===== config.mk =====
export PLATFORM = sky130hd
export DESIGN_NAME = c_comment_stripper_top
export DESIGN_NICKNAME = d
export VERILOG_FILES = /design/src/cst_pkg.sv /design/src/cst_scan.sv /design/src/cst_outq.sv /design/src/c_comment_stripper_top.sv
export SDC_FILE = /design/constraint.sdc
export NUM_CORES = 1
export LEC_CHECK = 0
export ABC_AREA = 0
export BUFFER_PORTS_ARGS = -buffer_cell sky130_fd_sc_hd__buf_4
export CELL_PAD_IN_SITES_DETAIL_PLACEMENT = 1
export CELL_PAD_IN_SITES_GLOBAL_PLACEMENT = 1
export CORE_MARGIN = 4
export CORE_UTILIZATION = 50
export CTS_BUF_LIST = sky130_fd_sc_hd__clkbuf_2
export CTS_CLUSTER_DIAMETER = 100
export DETAILED_ROUTE_END_ITERATION = 12
export PLACE_DENSITY_LB_ADDON = 0.1
export SKIP_CTS_REPAIR_TIMING = 1
export SLEW_MARGIN = 20
export SYNTH_ARGS = -nofsm -noshare
export SYNTH_HDL_FRONTEND = slang
export SYNTH_SLANG_ARGS = --single-unit

===== constraint.sdc =====
create_clock -name clk_i -period 3.55 [get_ports clk_i]
set_input_delay 0.8875 -clock clk_i [delete_from_list [all_inputs] [get_ports clk_i]]
set_output_delay 0.8875 -clock clk_i [all_outputs]
set_load 0.01 [all_outputs]

===== src/cst_pkg.sv =====
// Shared types and constants for the comment stripper.
`timescale 1ns / 1ps

package cst_pkg;

  localparam logic [7:0] CharSlash  = 8'h2F;
  localparam logic [7:0] CharStar   = 8'h2A;
  localparam logic [7:0] CharNl     = 8'h0A;
  localparam logic [7:0] CharSQuote = 8'h27;
  localparam logic [7:0] CharDQuote = 8'h22;
  localparam logic [7:0] CharBslash = 8'h5C;

  localparam int unsigned QDepth = 4;
  localparam int unsigned PtrW   = $clog2(QDepth);
  localparam int unsigned CntW   = $clog2(QDepth + 1);

  typedef struct packed {
    logic [7:0] data;
    logic       empty;
    logic       last;
  } res_t;

  typedef struct packed {
    logic [1:0] cnt;
    res_t       r0;
    res_t       r1;
  } push_t;

endpackage


===== src/cst_scan.sv =====
// Scanner mode register and per-byte decode into up to two output words.
`timescale 1ns / 1ps

module cst_scan (
  input  logic           clk_i,
  input  logic           rst_ni,
  input  logic           accept_i,
  input  logic [7:0]     byte_i,
  input  logic           last_i,
  output cst_pkg::push_t push_o
);

  localparam logic [3:0] ModeCode   = 4'd0;
  localparam logic [3:0] ModeSlash  = 4'd1;
  localparam logic [3:0] ModeLine   = 4'd2;
  localparam logic [3:0] ModeBlock  = 4'd3;
  localparam logic [3:0] ModeBstar  = 4'd4;
  localparam logic [3:0] ModeStr    = 4'd5;
  localparam logic [3:0] ModeStrEsc = 4'd6;
  localparam logic [3:0] ModeChr    = 4'd7;
  localparam logic [3:0] ModeChrEsc = 4'd8;

  logic [3:0] mode_q, mode_d;
  logic [3:0] nxt;
  logic [1:0] n;
  logic [7:0] b0, b1;
  logic       e0, l0, l1;

  always_comb begin
    nxt = mode_q;
    n   = 2'd0;
    b0  = 8'h00;
    b1  = 8'h00;
    e0  = 1'b0;
    l0  = 1'b0;
    l1  = 1'b0;
    unique case (mode_q)
      ModeSlash: begin
        if (byte_i == cst_pkg::CharSlash) begin
          nxt = ModeLine;
        end else if (byte_i == cst_pkg::CharStar) begin
          nxt = ModeBlock;
        end else begin
          n  = 2'd2;
          b0 = cst_pkg::CharSlash;
          b1 = byte_i;
          if (byte_i == cst_pkg::CharDQuote) nxt = ModeStr;
          else if (byte_i == cst_pkg::CharSQuote) nxt = ModeChr;
          else nxt = ModeCode;
        end
      end
      ModeLine: begin
        if (byte_i == cst_pkg::CharNl) begin
          n   = 2'd1;
          b0  = byte_i;
          nxt = ModeCode;
        end
      end
      ModeBlock: begin
        nxt = (byte_i == cst_pkg::CharStar) ? ModeBstar : ModeBlock;
      end
      ModeBstar: begin
        if (byte_i == cst_pkg::CharSlash) nxt = ModeCode;
        else if (byte_i == cst_pkg::CharStar) nxt = ModeBstar;
        else nxt = ModeBlock;
      end
      ModeStr: begin
        n  = 2'd1;
        b0 = byte_i;
        if (byte_i == cst_pkg::CharDQuote || byte_i == cst_pkg::CharNl) nxt = ModeCode;
        else if (byte_i == cst_pkg::CharBslash) nxt = ModeStrEsc;
        else nxt = ModeStr;
      end
      ModeStrEsc: begin
        n   = 2'd1;
        b0  = byte_i;
        nxt = ModeStr;
      end
      ModeChr: begin
        n  = 2'd1;
        b0 = byte_i;
        if (byte_i == cst_pkg::CharSQuote || byte_i == cst_pkg::CharNl) nxt = ModeCode;
        else if (byte_i == cst_pkg::CharBslash) nxt = ModeChrEsc;
        else nxt = ModeChr;
      end
      ModeChrEsc: begin
        n   = 2'd1;
        b0  = byte_i;
        nxt = ModeChr;
      end
      default: begin
        if (byte_i == cst_pkg::CharSlash) begin
          nxt = ModeSlash;
        end else begin
          n  = 2'd1;
          b0 = byte_i;
          if (byte_i == cst_pkg::CharDQuote) nxt = ModeStr;
          else if (byte_i == cst_pkg::CharSQuote) nxt = ModeChr;
          else nxt = ModeCode;
        end
      end
    endcase

    // flush a held slash and mark the final word of the text
    if (last_i) begin
      if (nxt == ModeSlash) begin
        n  = 2'd1;
        b0 = cst_pkg::CharSlash;
      end
      priority if (n == 2'd0) begin
        n  = 2'd1;
        e0 = 1'b1;
        l0 = 1'b1;
      end else if (n == 2'd1) begin
        l0 = 1'b1;
      end else begin
        l1 = 1'b1;
      end
      nxt = ModeCode;
    end
  end

  assign mode_d = accept_i ? nxt : mode_q;

  always_ff @(posedge clk_i or negedge rst_ni) begin
    if (!rst_ni) begin
      mode_q <= ModeCode;
    end else begin
      mode_q <= mode_d;
    end
  end

  assign push_o.cnt      = accept_i ? n : 2'd0;
  assign push_o.r0.data  = b0;
  assign push_o.r0.empty = e0;
  assign push_o.r0.last  = l0;
  assign push_o.r1.data  = b1;
  assign push_o.r1.empty = 1'b0;
  assign push_o.r1.last  = l1;

  a_last_returns_code: assert property (@(posedge clk_i) disable iff (!rst_ni)
    accept_i && last_i |=> mode_q == ModeCode)
    else $error("mode not back to code after final byte");

  a_last_emits: assert property (@(posedge clk_i) disable iff (!rst_ni)
    accept_i && last_i |-> push_o.cnt != 2'd0)
    else $error("final byte produced no word");

endmodule


===== src/cst_outq.sv =====
// Output queue taking up to two words per cycle and sending one per cycle while ready_i is high.
`timescale 1ns / 1ps

module cst_outq (
  input  logic           clk_i,
  input  logic           rst_ni,
  input  cst_pkg::push_t push_i,
  output logic           room_o,
  output logic           valid_o,
  input  logic           ready_i,
  output cst_pkg::res_t  res_o
);

  cst_pkg::res_t                mem_q [cst_pkg::QDepth];
  logic [cst_pkg::PtrW-1:0]     wr_q, wr_d, rd_q, rd_d;
  logic [cst_pkg::CntW-1:0]     cnt_q, cnt_d;
  logic                         pop;

  assign valid_o = cnt_q != '0;
  assign pop     = valid_o && ready_i;
  assign room_o  = cnt_q <= cst_pkg::CntW'(cst_pkg::QDepth - 2);
  assign res_o   = mem_q[rd_q];

  assign wr_d  = wr_q + cst_pkg::PtrW'(push_i.cnt);
  assign rd_d  = rd_q + cst_pkg::PtrW'(pop);
  assign cnt_d = cnt_q + cst_pkg::CntW'(push_i.cnt) - cst_pkg::CntW'(pop);

  always_ff @(posedge clk_i) begin
    if (push_i.cnt != 2'd0) begin
      mem_q[wr_q] <= push_i.r0;
    end
    if (push_i.cnt == 2'd2) begin
      mem_q[wr_q + cst_pkg::PtrW'(1)] <= push_i.r1;
    end
  end

  always_ff @(posedge clk_i or negedge rst_ni) begin
    if (!rst_ni) begin
      wr_q  <= '0;
      rd_q  <= '0;
      cnt_q <= '0;
    end else begin
      wr_q  <= wr_d;
      rd_q  <= rd_d;
      cnt_q <= cnt_d;
    end
  end

  a_no_overflow: assert property (@(posedge clk_i) disable iff (!rst_ni)
    push_i.cnt != 2'd0 |-> room_o)
    else $error("push into full queue");

  a_cnt_track: assert property (@(posedge clk_i) disable iff (!rst_ni)
    1'b1 |=> cnt_q == $past(cnt_q) + cst_pkg::CntW'($past(push_i.cnt))
                      - cst_pkg::CntW'($past(pop)))
    else $error("queue count out of step");

endmodule


===== src/c_comment_stripper_top.sv =====
// Top level of the C/C++ comment stripper.
//
// Input stream: one source byte per word on s_axis, tlast on the final byte
// of a text. Output stream: the kept bytes on m_axis, tlast on the final word
// of the text; tuser set means the word carries no byte, only the end mark
// (a text whose final byte kept nothing).
// Each accepted byte yields zero, one or two words (two when a held slash
// turns out not to open a comment). A word is written into the output
// queue as its byte is accepted and leaves on m_axis from that queue.
// Throughput: one byte per cycle while results leave at one per cycle; a
// byte that makes two words puts one extra word into the queue, which the
// four-entry output queue absorbs. s_axis_tready drops when fewer than two
// queue entries are free.
// Reset: scanner returns to plain code mode and the queue empties.
// Stall: when m_axis_tready is low the queue holds its words and fills,
// then s_axis_tready falls; nothing is lost or repeated.
`timescale 1ns / 1ps

module c_comment_stripper_top (
  input  logic       clk_i,
  input  logic       rst_ni,
  input  logic       s_axis_tvalid,
  output logic       s_axis_tready,
  input  logic [7:0] s_axis_tdata,   // [7:0] in_byte
  input  logic       s_axis_tlast,
  output logic       m_axis_tvalid,
  input  logic       m_axis_tready,
  output logic [7:0] m_axis_tdata,   // [7:0] out_byte
  output logic       m_axis_tuser,   // [0] out_empty
  output logic       m_axis_tlast
);

  cst_pkg::push_t push;
  cst_pkg::res_t  res;
  logic           room;
  logic           accept;

  assign s_axis_tready = room;
  assign accept        = s_axis_tvalid && room;

  cst_scan u_scan (
    .clk_i    (clk_i),
    .rst_ni   (rst_ni),
    .accept_i (accept),
    .byte_i   (s_axis_tdata),
    .last_i   (s_axis_tlast),
    .push_o   (push)
  );

  cst_outq u_outq (
    .clk_i   (clk_i),
    .rst_ni  (rst_ni),
    .push_i  (push),
    .room_o  (room),
    .valid_o (m_axis_tvalid),
    .ready_i (m_axis_tready),
    .res_o   (res)
  );

  assign m_axis_tdata = res.data;
  assign m_axis_tuser = res.empty;
  assign m_axis_tlast = res.last;

endmodule


==> flow_metrics.py <==
metrics = {
    "cells_and_area": {
        "fin_util_pct": 57.9,
        "area_growth_pct": 11.7,
        "n_fill_cell": 660,
        "antenna_cells": 0,
        "ff_latch_area_um2": 1440,
        "mostFrequentLayoutCell": "buf_4",
        "final_nets": 330,
        "drive_gt1_share_pct": 23.4,
        "multi_input_area_um2": 1530,
        "final_cell_mix": "43 x buf_4, 36 x edfxtp_1, 27 x nand2_1, 21 x o22ai_1, 17 x nor2b_1",
    },
    "power_and_ir_drop": {
        "power_density_nw_per_um2": 683,
        "pwr-share-clk_pct": 9.6,
        "p_seq_share_pct": 40.9,
        "p_comb_share_pct": 49.5,
        "power_leakage_nw": 1.25,
        "finalPower_mw": 2.36,
        "max-vdd-ir-drop_uv": 446,
        "p_int_mw": 1.37,
        "switching_share_pct": 41.9,
        "switchingPower_mw": 0.988,
    },
    "timing": {
        "fin_crit_ns": 3.05,
        "tightest_slew_ns": 0.706,
        "tns_ns": 0,
        "whs_ns": 0.224,
        "final-setup-viol-count": 0,
        "setup_slack_ns": 0.504,
        "hold_violations": 0,
        "fmax_ghz": 0.328,
        "rsz0062_at_grt": "no",
        "finClkSkew_ns": 0.0246,
        "finalCritPeriodShare_pct": 85.8,
        "drv_slew": 0,
        "slew_headroom_pct": 52.9,
    },
    "route": {
        "drc": 0,
        "drt_first_pass_iters": 4,
        "wl_per_cell_um": 23.7,
        "ant_nets": 0,
        "wirelength_um": 9160,
        "drt-initial-drc-count": 278,
        "vias": 2553,
        "viasPerCell": 6.60,
    },
    "critical_path": {
        "critPathKind": "reg2reg",
        "end_kind": "register",
        "critical_path_arrival_ns": 3.42,
        "cp-start-kind": "register",
        "cp_max_fo": 15,
        "crit_required_ns": 3.93,
    },
    "grt": {
        "grt_pass1_vias": 2702,
        "grtUsageMet3_pct": 3.33,
        "grt_pass1_wl_um": 14900,
        "use_met2_pct": 44.6,
        "grt_max_degree": 18,
        "globalRouteMet1Util_pct": 34.9,
        "grt_util_all_layers_pct": 25.9,
        "grt.overflow.total": 0,
        "antenna_found_initial": 0,
        "busiest_layer": "met2",
    },
    "clocking": {
        "cts_buffer_depth": 2,
        "path_clk_slew_ns": 0.26,
        "numClockSinks": 51,
        "cts_max_level": 2,
        "cts-buffers-inserted": 5,
        "root_buffer": "clkbuf_2",
        "insertion_delay_ns": 0.44,
        "cts_tree": "yes",
    },
    "synthesis": {
        "yosys_warnings": 0,
        "syn_area_um2": 3090,
        "ys_types": 64,
        "syn_area_per_cell_um2": 11.0,
        "synth_seq_cells": 51,
        "synthArstFlopShare_pct": 21.6,
        "synthTopCellsByArea": "edfxtp_1 35%, dfrtp_1 8.9%, mux4_2 7.3%",
        "synth_nets": 299,
        "synth_top_cell_by_area": "edfxtp_1",
        "netlist.area_leader.share_pct": 35.0,
        "synth_enable_flop_cells": 36,
        "synthCells": 280,
        "synth-main-ff-cell": "edfxtp_1",
        "ys_seq_area_share_pct": 46.5,
    },
    "placed_design": {
        "pre_cts_slack_ns": 0.0427,
        "place.gp.congestion": 0.863,
        "place_hpwl_um": 7090,
        "portBuffers": 24,
    },
    "floorplanning": {
        "die_h_um": 86.6,
        "die_w_um": 86.6,
        "die_area_um2": 7500,
        "num_rows": 28,
        "initial_core_util_pct": 51.8,
        "ios": 25,
        "core_area_um2": 5960,
    },
    "outcome": {
        "outcome": "completed",
    },
    "min_path": {
        "hold_class": "in2async",
    },
    "job": {
        "max_cap_viol_count": 0,
    },
}
## cell type report
| type | count | share of cell area, % |
|---|---|---|
| multi-input cells | 203 | 44.4 |
| well taps | 75 | 2.72 |
| clock inverters | 3 | 0.435 |
| repair buffers | 43 | 9.36 |
| inverters | 7 | 0.762 |
| clock buffers | 5 | 0.725 |
| flip-flops and latches | 51 | 41.6 |
## metal layers
layer,up-vias,share of wire (%)
met3,13,6.4
met5,-,0
li1,1147,-
met2,110,51
met4,0,1.4
met1,1283,41
## flip-flops by register name, indices dropped and copies added (netlist names)
name,count
u_outq.rd_q,2
u_outq.cnt_q,3
u_outq.wr_q,2
u_outq.mem_q,40
u_scan.mode_q,4
## cell usage after synthesis, drive strengths merged, types with 3 or more instances
library cell   n
a21oi         10
a221o          3
a31oi          4
a41oi          3
and2           4
buf            5
clkbuf        14
dfrtp         11
dfxtp          4
edfxtp        36
ha             5
inv            7
mux2i          3
mux4          10
nand2         27
nand2b         3
nand3          9
nand4          4
nor2          13
nor2b         17
nor3           5
nor4b          5
o21ai          5
o22ai         21
or2            3
or3            3
or4b           3
xnor2          3
xor2           5
## through the flow
stage | std cells | cell area (µm²)
3_5_place_dp | 379 | 3410
5_1_grt | 387 | 3450
2_1_floorplan | 280 | 3090
4_1_cts | 387 | 3450
3_3_place_gp | 379 | 3410
6_report | 387 | 3450
## worst paths after layout
kind / from / to / slack, ns / cells after the start
worst max-delay path: u_scan.mode_q[1] / u_outq.cnt_q[2] / 0.50 / 10
worst min-delay path: rst_ni / u_scan.mode_q[2] / 0.22 / 1
worst max register to register: u_scan.mode_q[1] / u_outq.cnt_q[2] / 0.50 / 10
worst min register to register: u_outq.mem_q[2][1] / u_outq.mem_q[2][1] / 0.51 / 2
max in group asynchronous: rst_ni / u_outq.rd_q[1] / 3.15 / 1
min in group clk_i: u_outq.mem_q[2][1] / u_outq.mem_q[2][1] / 0.51 / 2
## critical path, stage by stage (launching register included)
cell	delay (ns)
dfrtp_1	0.61
nor4b_1	0.62
a211oi_1	0.13
o311ai_2	0.11
nand3_1	0.16
ha_1	0.31
inv_1	0.05
ha_1	0.20
fa_1	0.39
xnor2_1	0.24
xnor2_1	0.17
## logic make-up (layout without fill, tap and decap cells)
logic type	Yosys count	count (layout)	share of synthesized area (%)
AO/OA/AOI/OAI	68	68	16.3
XOR/XNOR	8	8	2.27
adder cells (fa/ha/maj)	6	6	2.67
buffers and inverters	26	58	3.93
flip-flops	51	51	46.5
multiplexers	14	14	8.63
AND/OR/NAND/NOR	107	107	19.7
## power groups by stage
| stage | clock [mW] | combinational (mW) | sequential, mW |
|---|---|---|---|
| global placement | 0 | 1.09 | 0.958 |
| CTS | 0.226 | 1.17 | 0.964 |
| detailed placement | 0 | 1.16 | 0.980 |
| floorplan | 0 | 0.824 | 0.844 |
| global route | 0.248 | 1.26 | 0.988 |
| finish | 0.226 | 1.17 | 0.964 |
Note: power is estimated with default switching activity, not from simulation.
